### src/rtl/erm5_pkg.sv
`timescale 1ns / 1ps
// ----------------------------------------------------------------------------
// erm5_pkg: shared types and constants for the echo range median filter
// Holds the field widths, the distance conversion constant and the command
// and status structs that join the controller to the datapath.
// ----------------------------------------------------------------------------
package erm5_pkg;

  // Field widths.
  localparam int ECHO_W   = 16;
  localparam int DIST_W   = 17;
  localparam int SAMPLE_W = DIST_W + 1;

  // Reset value of the timeout register, in microseconds.
  localparam logic [ECHO_W-1:0] TIMEOUT_RESET = 16'd30000;

  // distance = floor(echo * 17 / 10), done as echo * ceil(17 * 2^23 / 10) >> 23.
  // The rounding error stays below one unit for every 16-bit echo.
  localparam int                RECIP_W     = 24;
  localparam logic [RECIP_W-1:0] RECIP      = 24'd14260634;
  localparam int                RECIP_SHIFT = 23;
  localparam int                PROD_W      = ECHO_W + RECIP_W;

  // Stored sample word for a timed-out echo: invalid mark set, distance zero.
  localparam logic [SAMPLE_W-1:0] INVALID_SAMPLE = {1'b1, {DIST_W{1'b0}}};

  // Controller state, one-hot.
  typedef enum logic [3:0] {
    S_IDLE   = 4'b0001,
    S_CONV   = 4'b0010,
    S_INSERT = 4'b0100,
    S_EMIT   = 4'b1000
  } state_t;

  // Commands from the controller to the datapath.
  typedef struct packed {
    logic load;     // capture the echo duration of an accepted beat
    logic convert;  // form the stored sample word
    logic insert;   // insert the sample into the sorted group
    logic emit;     // present the median and start a new group
  } cmd_t;

  // Status from the datapath to the controller.
  typedef struct packed {
    logic last;     // the sample being inserted completes the group
  } status_t;

endpackage

### src/rtl/erm5_ctrl.sv
`timescale 1ns / 1ps
// ----------------------------------------------------------------------------
// erm5_ctrl: sequencer for the echo range median filter
// Walks each accepted beat through capture, conversion and insertion, and
// raises the result strobe for one cycle when a group completes.
// ----------------------------------------------------------------------------
module erm5_ctrl (
  input  logic              clk,
  input  logic              rst,
  input  logic              start,
  input  erm5_pkg::status_t status,
  output erm5_pkg::cmd_t    cmd,
  output logic              busy,
  output logic              done
);
  import erm5_pkg::*;

  state_t state;
  state_t state_next;

  // State register.
  always_ff @(posedge clk) begin
    if (rst) begin
      state <= S_IDLE;
    end else begin
      state <= state_next;
    end
  end

  // Next state and commands.
  always_comb begin
    state_next = state;
    cmd        = '0;
    case (state)
      S_IDLE: begin
        if (start) begin
          cmd.load   = 1'b1;
          state_next = S_CONV;
        end
      end
      S_CONV: begin
        cmd.convert = 1'b1;
        state_next  = S_INSERT;
      end
      S_INSERT: begin
        cmd.insert = 1'b1;
        state_next = status.last ? S_EMIT : S_IDLE;
      end
      S_EMIT: begin
        cmd.emit   = 1'b1;
        state_next = S_IDLE;
      end
      default: begin
        state_next = S_IDLE;
      end
    endcase
  end

  assign busy = (state != S_IDLE);
  assign done = (state == S_EMIT);

endmodule

### src/rtl/erm5_datapath.sv
`timescale 1ns / 1ps
// ----------------------------------------------------------------------------
// erm5_datapath: conversion, insertion chain and median tap
// Converts an echo duration to a distance word, keeps the current group in
// ascending order by insertion and presents the middle entry.
// ----------------------------------------------------------------------------
module erm5_datapath #(
  parameter int WINDOW = 5
) (
  input  logic                          clk,
  input  logic                          rst,
  input  erm5_pkg::cmd_t                cmd,
  output erm5_pkg::status_t             status,
  input  logic [erm5_pkg::ECHO_W-1:0]   echo_us,
  input  logic                          cfg_we,
  input  logic [erm5_pkg::ECHO_W-1:0]   cfg_wdata,
  output logic [erm5_pkg::DIST_W-1:0]   distance_centi_cm,
  output logic                          distance_valid
);
  import erm5_pkg::*;

  localparam int CNT_W = $clog2(WINDOW + 1);
  localparam int MID   = WINDOW / 2;

  logic [ECHO_W-1:0]   timeout_limit;
  logic [ECHO_W-1:0]   echo_q;
  logic [SAMPLE_W-1:0] sample;
  logic [SAMPLE_W-1:0] sorted [WINDOW];
  logic [SAMPLE_W-1:0] sorted_next [WINDOW];
  logic [CNT_W-1:0]    count;
  logic [PROD_W-1:0]   prod;
  logic                invalid;
  logic [WINDOW-1:0]   gt;

  // Timeout register.
  always_ff @(posedge clk) begin
    if (rst) begin
      timeout_limit <= TIMEOUT_RESET;
    end else if (cfg_we) begin
      timeout_limit <= cfg_wdata;
    end
  end

  // Capture of the accepted echo duration.
  always_ff @(posedge clk) begin
    if (cmd.load) begin
      echo_q <= echo_us;
    end
  end

  // Conversion to a stored sample word: one multiply by the scaled factor.
  assign prod    = PROD_W'(echo_q) * PROD_W'(RECIP);
  assign invalid = (echo_q == '0) || (echo_q > timeout_limit);

  always_ff @(posedge clk) begin
    if (cmd.convert) begin
      sample <= invalid ? INVALID_SAMPLE
                        : {1'b0, prod[RECIP_SHIFT +: DIST_W]};
    end
  end

  // Each held entry compares against the new sample at once; the entries
  // above it form a suffix of the held part and move up by one place.
  always_comb begin
    for (int i = 0; i < WINDOW; i++) begin
      gt[i] = (CNT_W'(i) < count) && (sorted[i] > sample);
    end
    for (int i = 0; i < WINDOW; i++) begin
      sorted_next[i] = sorted[i];
      if ((i > 0) && gt[(i > 0) ? i - 1 : 0]) begin
        sorted_next[i] = sorted[(i > 0) ? i - 1 : 0];
      end else if (gt[i] || (CNT_W'(i) == count)) begin
        sorted_next[i] = sample;
      end
    end
  end

  always_ff @(posedge clk) begin
    if (cmd.insert) begin
      for (int i = 0; i < WINDOW; i++) begin
        sorted[i] <= sorted_next[i];
      end
    end
  end

  // Group fill count.
  always_ff @(posedge clk) begin
    if (rst) begin
      count <= '0;
    end else if (cmd.emit) begin
      count <= '0;
    end else if (cmd.insert) begin
      count <= count + 1'b1;
    end
  end

  assign status.last = (count == CNT_W'(WINDOW - 1));

  // Median tap; an invalid median reports zero distance.
  assign distance_valid    = ~sorted[MID][SAMPLE_W-1];
  assign distance_centi_cm = sorted[MID][SAMPLE_W-1] ? '0 : sorted[MID][DIST_W-1:0];

endmodule

### src/rtl/echo_range_median5_filter.sv
`timescale 1ns / 1ps
// ----------------------------------------------------------------------------
// echo_range_median5_filter: median range filter for ultrasonic echoes
// Converts echo durations to distances and reports the median of each group.
// ----------------------------------------------------------------------------
// A beat is taken when start is high and busy is low; the duration is
// captured at that edge. Busy then stays high through the conversion
// multiply and the insertion of the sample into the sorted group. The beat
// that completes a group of WINDOW samples adds an emit state, in which
// done is high for exactly one cycle with the median on distance_centi_cm
// and distance_valid; the receiver cannot stall and must take it then. A
// new group starts straight after. The timeout register, written through
// cfg_we and cfg_wdata, resets to 30000 us; the user must write it only
// while the block is idle, and the block itself does not enforce this.
// ----------------------------------------------------------------------------
module echo_range_median5_filter #(
  parameter int WINDOW = 5
) (
  input  logic                        clk,
  input  logic                        rst,
  input  logic                        start,
  output logic                        busy,
  input  logic [erm5_pkg::ECHO_W-1:0] echo_us,
  input  logic                        cfg_we,
  input  logic [erm5_pkg::ECHO_W-1:0] cfg_wdata,
  output logic                        done,
  output logic [erm5_pkg::DIST_W-1:0] distance_centi_cm,
  output logic                        distance_valid
);
  import erm5_pkg::*;

  cmd_t    cmd;
  status_t status;

  // Sequencer.
  erm5_ctrl u_ctrl (
    .clk    (clk),
    .rst    (rst),
    .start  (start),
    .status (status),
    .cmd    (cmd),
    .busy   (busy),
    .done   (done)
  );

  // Conversion and ordering datapath.
  erm5_datapath #(
    .WINDOW (WINDOW)
  ) u_datapath (
    .clk               (clk),
    .rst               (rst),
    .cmd               (cmd),
    .status            (status),
    .echo_us           (echo_us),
    .cfg_we            (cfg_we),
    .cfg_wdata         (cfg_wdata),
    .distance_centi_cm (distance_centi_cm),
    .distance_valid    (distance_valid)
  );

endmodule

### config.mk
export PLATFORM = sky130hd
export DESIGN_NAME = echo_range_median5_filter
export DESIGN_NICKNAME = d
export VERILOG_FILES = /design/src/rtl/erm5_pkg.sv /design/src/rtl/erm5_ctrl.sv /design/src/rtl/erm5_datapath.sv /design/src/rtl/echo_range_median5_filter.sv
export SDC_FILE = /design/constraint.sdc
export NUM_CORES = 1
export LEC_CHECK = 0
export ABC_AREA = 0
export BUFFER_PORTS_ARGS = -buffer_cell sky130_fd_sc_hd__buf_2
export CAP_MARGIN = 10
export CORE_UTILIZATION = 52
export DETAILED_ROUTE_END_ITERATION = 10
export GPL_TIMING_DRIVEN = 0
export PLACE_DENSITY = 0.78
export SLEW_MARGIN = 20
export SYNTH_ARGS = -nofsm -noshare
export SYNTH_HDL_FRONTEND = slang
export SYNTH_HIERARCHICAL = 1
export SYNTH_SLANG_ARGS = --single-unit
### constraint.sdc
create_clock -name clk -period 5.8 [get_ports clk]
set_input_delay 0.58 -clock clk [delete_from_list [all_inputs] [get_ports clk]]
set_output_delay 0.58 -clock clk [all_outputs]
set_load 0.005 [all_outputs]
==> results of run 1 <==
[synth_stat cells, types with 5 or more instances]
library cell / number
o211ai_1: 12
o21ai_0: 21
o31ai_1: 5
nor2_1: 43
a31oi_1: 7
a21o_2: 5
mux2i_1: 10
fa_1: 102
nor3_1: 9
o21a_1: 10
and3_1: 5
a211oi_1: 6
edfxtp_1: 88
a21oi_1: 47
nand3_1: 9
nand2_1: 38
xnor2_1: 13
a21o_1: 31
clkbuf_1: 10
nand4_1: 24
nor2b_1: 22
inv_1: 251
dfxtp_1: 23
and4_1: 5
ha_1: 219
xor2_1: 6
mux2_2: 34
[path summary, 6_finish.rpt]
check,end,slack (ps)
min reg2reg,u_datapath/timeout_limit[13]$_SDFFE_PP1P_,500
min,u_datapath/echo_q[14]$_DFFE_PP_,390
max reg2reg,u_datapath/sample[16]$_SDFFCE_PP0P_,-30
max,u_datapath/sample[16]$_SDFFCE_PP0P_,-30
[cells in the final DEF, fill, tap and decap left out, drive strengths merged, types with 9 or more instances in the layout]
cell    netlist  layout
a21o         36      36
clkbuf       10      16
nor2b        22      22
dfxtp        23      23
o21ai        22      22
mux2i        10      10
nand3         9       9
ha          219     219
o211ai       12      12
xnor2        13      13
and3          9       9
fa          102     102
o21a         10      10
mux2         34      34
inv         251     254
nand2        38      38
buf           7      98
nor3         10      10
nand4        25      25
nor2         43      43
a21oi        48      48
edfxtp       88      88
[kinds of logic after synthesis]
group	Yosys count	synth area share
adders and majority gates	321	0.406
buffers and inverters	269	0.0864
and+or+nand+nor	189	0.0889
AOI/OAI and AO/OA	172	0.100
DFF	111	0.263
muxes	44	0.0410
xor gates and xnor gates	19	0.0141
[layout make-up]
class / instances / area (µm²)
Buffer: 14 / 65.1
Timing Repair Buffer: 90 / 579
Clock inverter: 6 / 108
Clock buffer: 10 / 229
Tap cell: 280 / 350
Sequential cell: 111 / 3100
Multi-Input combinational cell: 745 / 8090
Inverter: 252 / 946
Fill cell: 1741 / 8550
[metal layers]
layer	part of all wire	up-vias	track usage
li1	-	4023	-
met1	0.42	4058	0.277
met2	0.51	226	0.418
met3	0.035	62	0.0267
met4	0.035	0	0.0996
met5	0	-	0
[through the flow]
step	hold WS [ps]	setup WS, ps
floorplan	460	184
global placement	478	-579
detailed placement	486	-626
CTS	379	-88.5
global route	379	-156
finish	389	-25.6
[repair_timing]
| action | CTS | global route |
|---|---|---|
| gates cloned | 0 | 0 |
| endpoints found under the setup margin | 16 | 15 |
| setup buffers | 24 | 7 |
| gates resized for setup | 29 | 57 |
| pin swaps | 14 | 26 |
[state kept, by name, summed over array words and instances (netlist names)]
signal,cells
u_datapath/timeout_limit,16
u_datapath/sorted,54
u_datapath/count,3
u_ctrl/state,4
u_datapath/echo_q,16
u_datapath/sample,18
==> impl_metrics.ini, run 1 <==
[timing]
setup_viol = 2
fmax_ghz = 0.172
setup_ws_ps = -25.6
fin_tns_setup_ps = -26.1
hold_viol = 0
relSlewSlack = 0.423
post-route-period-util = 1.00
rsz0062_at_grt = true
fin_crit_ps = 5830
clock_skew_ps = 17.8
maxSlewViolCount = 0
tightestPinTransition_ps = 854

[setup_path]
cp.required_ps = 5910
crit_type = register to register
critPathLaunchType = register
critPathMaxStageDelay_ps = 580
crit_fanout = 3
critPathArrivalTime_ps = 5940
worst-path-stages = 20
r2r-start = u_datapath/echo_q[5]$_DFFE_PP_
critical_path_buf_inv_count = 5
crit_path_end_kind = register
reg2reg_depth = 20
slowest_stage = fa_1
crit_chain = inv_2 -> ha_4 -> fa_1 -> inv_2 -> fa_1 -> inv_2 -> fa_1 -> inv_2 -> fa_1 -> fa_2 -> ha_4 -> a21oi_4 -> nand2b_4 -> or4b_4 -> a32oi_4 -> buf_12 -> nand4_4 -> a31oi_2 -> xnor2_1 -> nor2_1
critPathTopFamily = adder cells
startpoint = u_datapath/echo_q[5]$_DFFE_PP_

[drt]
ant_nets = 0
drc_errors = 0
drtIter0Drc = 410
wl_per_cell_um = 17.6
firstDrtPassIters = 7
drt_wl_total_um = 26500
avgViaCountPerCell = 5.55
dr_total_vias = 8369

[clock_network]
cts_root_buffer = clkbuf_16
numCtsBuffers = 9
cts_buffer_depth = 2
hold_buffers = 0
cts.sinks = 111
cts_tree = yes
htreeDepth = 3
clkLatencyLatePin_ps = 360
clk_pin_slew_ps = 80

[die]
die-area_um2 = 23300
pin_count = 56
start_util = 0.535
rows = 54
fp.dieH_um = 153
core_area_um2 = 22000
dieWidth_um = 153

[status]
violations = negative setup slack
status = finished, violations left

[logic_synthesis]
ys.warnings.count = 6
avgSynthCellArea_um2 = 10.5
synth_nets = 1482
yosys.area.top_type = ha_1
synth_edf_count = 88
seq_area_frac_synth = 0.263
synth_flop_cell = edfxtp_1
synthArstFlopShare = 0
ys_types = 70
synth_area_um2 = 11800
synth_top_area_share = 0.233
synth-seq-cells = 111
syn_inst = 1125
yosys-top-cells-area = ha_1, edfxtp_1, fa_1, inv_1, dfxtp_1

[finish]
stdcell_count = 1508
stdcell_area_um2 = 13500
postLayoutCoreUtil = 0.612
area_growth_pct = 14.3
layout-drive-gt1-share = 0.193
antenna_cells = 0
final_nets = 1580

[placed_design]
portBuffers = 54
dp_cells = 1464
placed_area_um2 = 12500
place_congestion = 0.967
dpl.hpwl_um = 20800

[min_path]
hold-path-cell-count = 1
hp-start = echo_us[14]
holdCritPathClass = input pin to register

[global_route]
track_usage = 0.231
grt_max_degree = 21
grt_pass1_wl_um = 42300
grt_pass1_vias = 8749
antenna_found_initial = 0
overflow = 0

[job]
max-cap-violations = 0
Power of run 1 is left out: the tool's default activity adds up to more than one toggle a clock period on the data nets, which glitch-free logic cannot reach.
==> run 2: changes to the inputs <==
Settings changed: PLACE_DENSITY 0.78 to 0.75.
Clock period 5.8 ns to 6.03 ns, I/O delays scaled along.
==> impl_metrics.ini, run 2 (synthesis gave the netlist of run 1 again) <==
[setup_path]
startpoint = u_datapath/echo_q[5]$_DFFE_PP_
critPathLaunchType = register
slowest_stage = fa_1
crit_type = register to register
crit_path_end_kind = register
critPathMaxStageDelay_ps = 550
critPathTopFamily = adder cells
cp.required_ps = 6180
critPathArrivalTime_ps = 6130
crit_fanout = 4
crit_chain = buf_4 -> ha_1 -> inv_2 -> fa_1 -> inv_2 -> fa_2 -> fa_1 -> inv_1 -> fa_1 -> fa_1 -> inv_1 -> ha_1 -> nand2_1 -> or3_4 -> a2111oi_4 -> buf_4 -> o31ai_4 -> a21oi_1 -> o21ai_0 -> o31ai_1
cp_common_cell = fa_1
critical_path_buf_inv_count = 6
r2r-start = u_datapath/echo_q[5]$_DFFE_PP_

[finish]
stdcell_count = 1501
regMostFlops = u_datapath/sorted
final_common_cell = inv_1
final_cell_mix = inv_1, ha_1, fa_1
filler_cell_count = 1800
area_growth_pct = 11.6
largest_reg_flops = 54
layout-drive-gt1-share = 0.165
reg.largest.list = u_datapath/sorted (54), u_datapath/sample (18)
antenna_cells = 0
final_nets = 1573

[placed_design]
dpl.hpwl_um = 21300
place_congestion = 0.946
portBuffers = 54
dp_cells = 1463

[drt]
firstDrtPassIters = 7
drt_wl_total_um = 25900
wl_per_cell_um = 17.2
avgViaCountPerCell = 5.47
ant_nets = 0
dr_total_vias = 8205
drtIter0Drc = 346
drc_errors = 0

[clock_network]
htreeDepth = 3
clk_pin_slew_ps = 100
cts.sinks = 111
numCtsBuffers = 9
cts_root_buffer = clkbuf_16
clkLatencyLatePin_ps = 370
cts_tree = yes
cts_buffer_depth = 2

[timing]
fmax_ghz = 0.167
rsz0062_at_grt = true
clock_skew_ps = 21.8
fin_tns_setup_ps = 0
hold_viol = 0
relSlewSlack = 0.387
maxSlewViolCount = 0
tightestPinTransition_ps = 919
post-route-period-util = 0.990
setup_viol = 0
fin_crit_ps = 5970

[global_route]
grt_max_degree = 22
track_usage = 0.231
grt_pass1_wl_um = 42300
grt_pass1_vias = 8551
antenna_found_initial = 0
overflow = 0

[min_path]
hp-start = echo_us[9]
holdCritPathClass = input pin to register

[die]
rows = 54
fp.dieH_um = 153
start_util = 0.535
die-area_um2 = 23300
core_area_um2 = 22000
pin_count = 56
dieWidth_um = 153

[job]
max-cap-violations = 0

[status]
status = finished clean
==> run 2: cell count changes in the layout (fill, tap and decap cells not counted), sizes merged <==
| cell | previous run | this run |
|---|---|---|
| buf | 98 | 89 |
| clkbuf | 16 | 17 |
| clkinv | 2 | 4 |
| bufinv | 2 | 0 |
| inv | 254 | 253 |
| clkinvlp | 0 | 2 |
==> run 2: cell type report <==
class,instances,area (µm²),share of cell area
clock inverters,7,76.3,0.00580
multi-input cells,745,7890,0.600
plain buffers,15,66.3,0.00504
well taps,280,350,0.0266
clock buffers,9,225,0.0171
repair buffers,82,495,0.0377
flip-flops and latches,111,3100,0.236
inverters,252,946,0.0719
==> run 2: path summary, 6_finish.rpt <==
path                            cells after the start                                        end  slack (ps)
worst min register to register                      2  u_datapath/timeout_limit[12]$_SDFFE_PP1P_         490
worst max-delay path                               20        u_datapath/sample[11]$_SDFFCE_PP0P_          60
worst max register to register                     20        u_datapath/sample[11]$_SDFFCE_PP0P_          60
worst min-delay path                                1             u_datapath/echo_q[9]$_DFFE_PP_         400
==> run 2: worst register-to-register path, delay by kind of cell (launching register included) <==
family                   cells  cell delay (ps)
flip-flops                   1              470
AO/OA/AOI/OAI                5             1010
buffers and inverters        6              740
AND/OR/NAND/NOR              2              520
adder cells (fa/ha/maj)      7             3040
==> run 2: per-layer routing <==
metal | wire length, µm | GRT usage | vias up
met2 | 13200 | 0.417 | 188
met1 | 11100 | 0.281 | 3946
met3 | 796 | 0.0296 | 49
met5 | 0 | 0 | -
met4 | 748 | 0.0875 | 0
li1 | - | - | 4022
==> run 2: through the flow <==
| stage | util | cell area, µm² | setup slack (ps) | hold WS (ps) |
|---|---|---|---|---|
| 2_1_floorplan | - | 11800 | 414 | 460 |
| 3_3_place_gp | 0.563 | 12400 | -315 | 475 |
| 3_5_place_dp | 0.566 | 12500 | -385 | 481 |
| 4_1_cts | 0.587 | 12900 | 10.6 | 384 |
| 5_1_grt | 0.597 | 13200 | -95.8 | 386 |
| 6_report | 0.597 | 13200 | 58.2 | 395 |
==> run 2: timing repair <==
action,in CTS,in global routing
pin swaps,1,10
hold buffers,0,0
setup endpoints to repair,11,13
setup buffers,15,9
resized for setup,9,36
Power of run 2 is left out for the same reason.
==> run 3: changes to the inputs <==
==> constraint.sdc (replaced) <==
create_clock -name clk -period 6.03 [get_ports clk]
set_input_delay 0 -clock clk [delete_from_list [all_inputs] [get_ports clk]]
set_output_delay 0 -clock clk [all_outputs]
set_load 0.005 [all_outputs]
==> impl_metrics.ini, run 3 (synthesis gave the netlist of run 1 again) <==
[clock_network]
cts_buffer_depth = 2
clkLatencyLatePin_ps = 370
cts_root_buffer = clkbuf_16
clk_pin_slew_ps = 80
cts_tree = yes
htreeDepth = 3
cts.sinks = 111
numCtsBuffers = 9

[timing]
maxSlewViolCount = 0
tightestPinTransition_ps = 915
fmax_ghz = 0.168
setup_viol = 0
relSlewSlack = 0.389
clock_skew_ps = 20.2
hold_viol = 0
fin_crit_ps = 5960
post-route-period-util = 0.988

[setup_path]
crit_fanout = 4
r2r-start = u_datapath/echo_q[5]$_DFFE_PP_
crit_type = register to register
reg2reg_depth = 20
reg2reg_to = u_datapath/sample[11]$_SDFFCE_PP0P_
startpoint = u_datapath/echo_q[5]$_DFFE_PP_
critPathLaunchType = register
ff2ff_setup_slack_ps = 70
crit_path_end_kind = register
critPathArrivalTime_ps = 6110
cp.required_ps = 6180

[drt]
firstDrtPassIters = 7
wl_per_cell_um = 17.3
drt_wl_total_um = 26500
drtIter0Drc = 364
drc_errors = 0
dr_total_vias = 8400
ant_nets = 0
avgViaCountPerCell = 5.48

[finish]
final_common_cell = inv_1
largest_reg_flops = 54
stdcell_count = 1534
layout-drive-gt1-share = 0.159
area_growth_pct = 14.5
antenna_cells = 0
stdcell_area_um2 = 13500
final_cell_mix = inv_1, ha_1, fa_1
reg.largest.list = u_datapath/sorted (54), u_datapath/sample (18)
final_nets = 1606
regMostFlops = u_datapath/sorted

[global_route]
grt_pass1_wl_um = 43200
grt_max_degree = 22
antenna_found_initial = 0
grt_pass1_vias = 8805
overflow = 0
track_usage = 0.236

[placed_design]
place_congestion = 0.946
portBuffers = 54
dp_cells = 1463
dpl.hpwl_um = 21300
placed_area_um2 = 12500

[die]
dieWidth_um = 153
rows = 54
fp.dieH_um = 153
die-area_um2 = 23300
pin_count = 56
core_area_um2 = 22000
start_util = 0.535

[min_path]
hold-path-cell-count = 3
hp-start = cfg_we
holdCritPathClass = input pin to register
min_to = u_datapath/timeout_limit[15]$_SDFFE_PP0P_

[status]
status = finished clean

[job]
max-cap-violations = 0
==> run 3: changes by cell type in the layout (fill, tap and decap cells not counted) <==
| cell | before | now |
|---|---|---|
| dlygate4sd3_1 | 0 | 35 |
| a21oi_2 | 1 | 2 |
| ha_1 | 206 | 207 |
| ha_2 | 7 | 6 |
| buf_4 | 25 | 23 |
| a21oi_1 | 46 | 45 |
==> run 3: per-stage QoR <==
| stage | setup TNS, ps | setup WS, ps | hold WS (ps) | utilization |
|---|---|---|---|---|
| global route | -416 | -108 | 113 | 0.613 |
| finish | 0 | 72.4 | 85.5 | 0.613 |
| global placement | -1350 | -315 | 176 | 0.563 |
| detailed placement | -1910 | -385 | 178 | 0.566 |
| CTS | 0 | 10.6 | 41.8 | 0.603 |
| floorplan | 0 | 414 | 70.8 | - |
==> run 3: critical path, cell delays in order, from the launching register on <==
cell       delay [ps]
edfxtp_1          470
buf_4             190
ha_1              220
inv_2             100
fa_1              430
inv_2             120
fa_2              490
fa_1              510
inv_1              60
fa_1              510
fa_1              550
inv_1              60
ha_1              330
nand2_1           100
or3_4             420
a2111oi_4         500
buf_4             210
o31ai_4            90
a21oi_1           200
o21ai_0           100
o31ai_1           100
==> run 3: cell type report <==
type / instances / area (µm²)
Buffer: 15 / 66.3
Clock buffer: 9 / 225
Clock inverter: 7 / 76.3
Fill cell: 1735 / 8530
Inverter: 252 / 946
Multi-Input combinational cell: 745 / 7900
Sequential cell: 111 / 3100
Tap cell: 280 / 350
Timing Repair Buffer: 115 / 831
==> run 3: how the worst max path moves through the flow <==
stage | to | slack, ps | cells after the start
global route | u_datapath/sample[11]$_SDFFCE_PP0P_ | -110 | 19
CTS | u_datapath/sample[13]$_SDFFCE_PP0P_ | 10 | 19
floorplan | u_datapath/sample[16]$_SDFFCE_PP0P_ | 410 | 21
detailed placement | u_datapath/sample[16]$_SDFFCE_PP0P_ | -390 | 21
finish | u_datapath/sample[11]$_SDFFCE_PP0P_ | 70 | 20
global placement | u_datapath/sample[16]$_SDFFCE_PP0P_ | -310 | 21
==> run 3: what timing repair did <==
| action | in CTS | in global routing |
|---|---|---|
| hold buffers | 35 | 0 |
| pin swaps | 1 | 10 |
| endpoints found under the hold margin | 37 | 0 |
| gates resized for setup | 9 | 37 |
| setup endpoints to repair | 11 | 13 |
| setup buffers | 15 | 7 |
==> run 3: metal layers <==
layer / vias up / GRT usage / share of wire
li1: 4084 / - / -
met1: 4049 / 0.283 / 0.42
met2: 223 / 0.434 / 0.52
met3: 44 / 0.0310 / 0.037
met4: 0 / 0.0827 / 0.026
met5: - / 0 / 0
Power of run 3 is left out for the same reason.
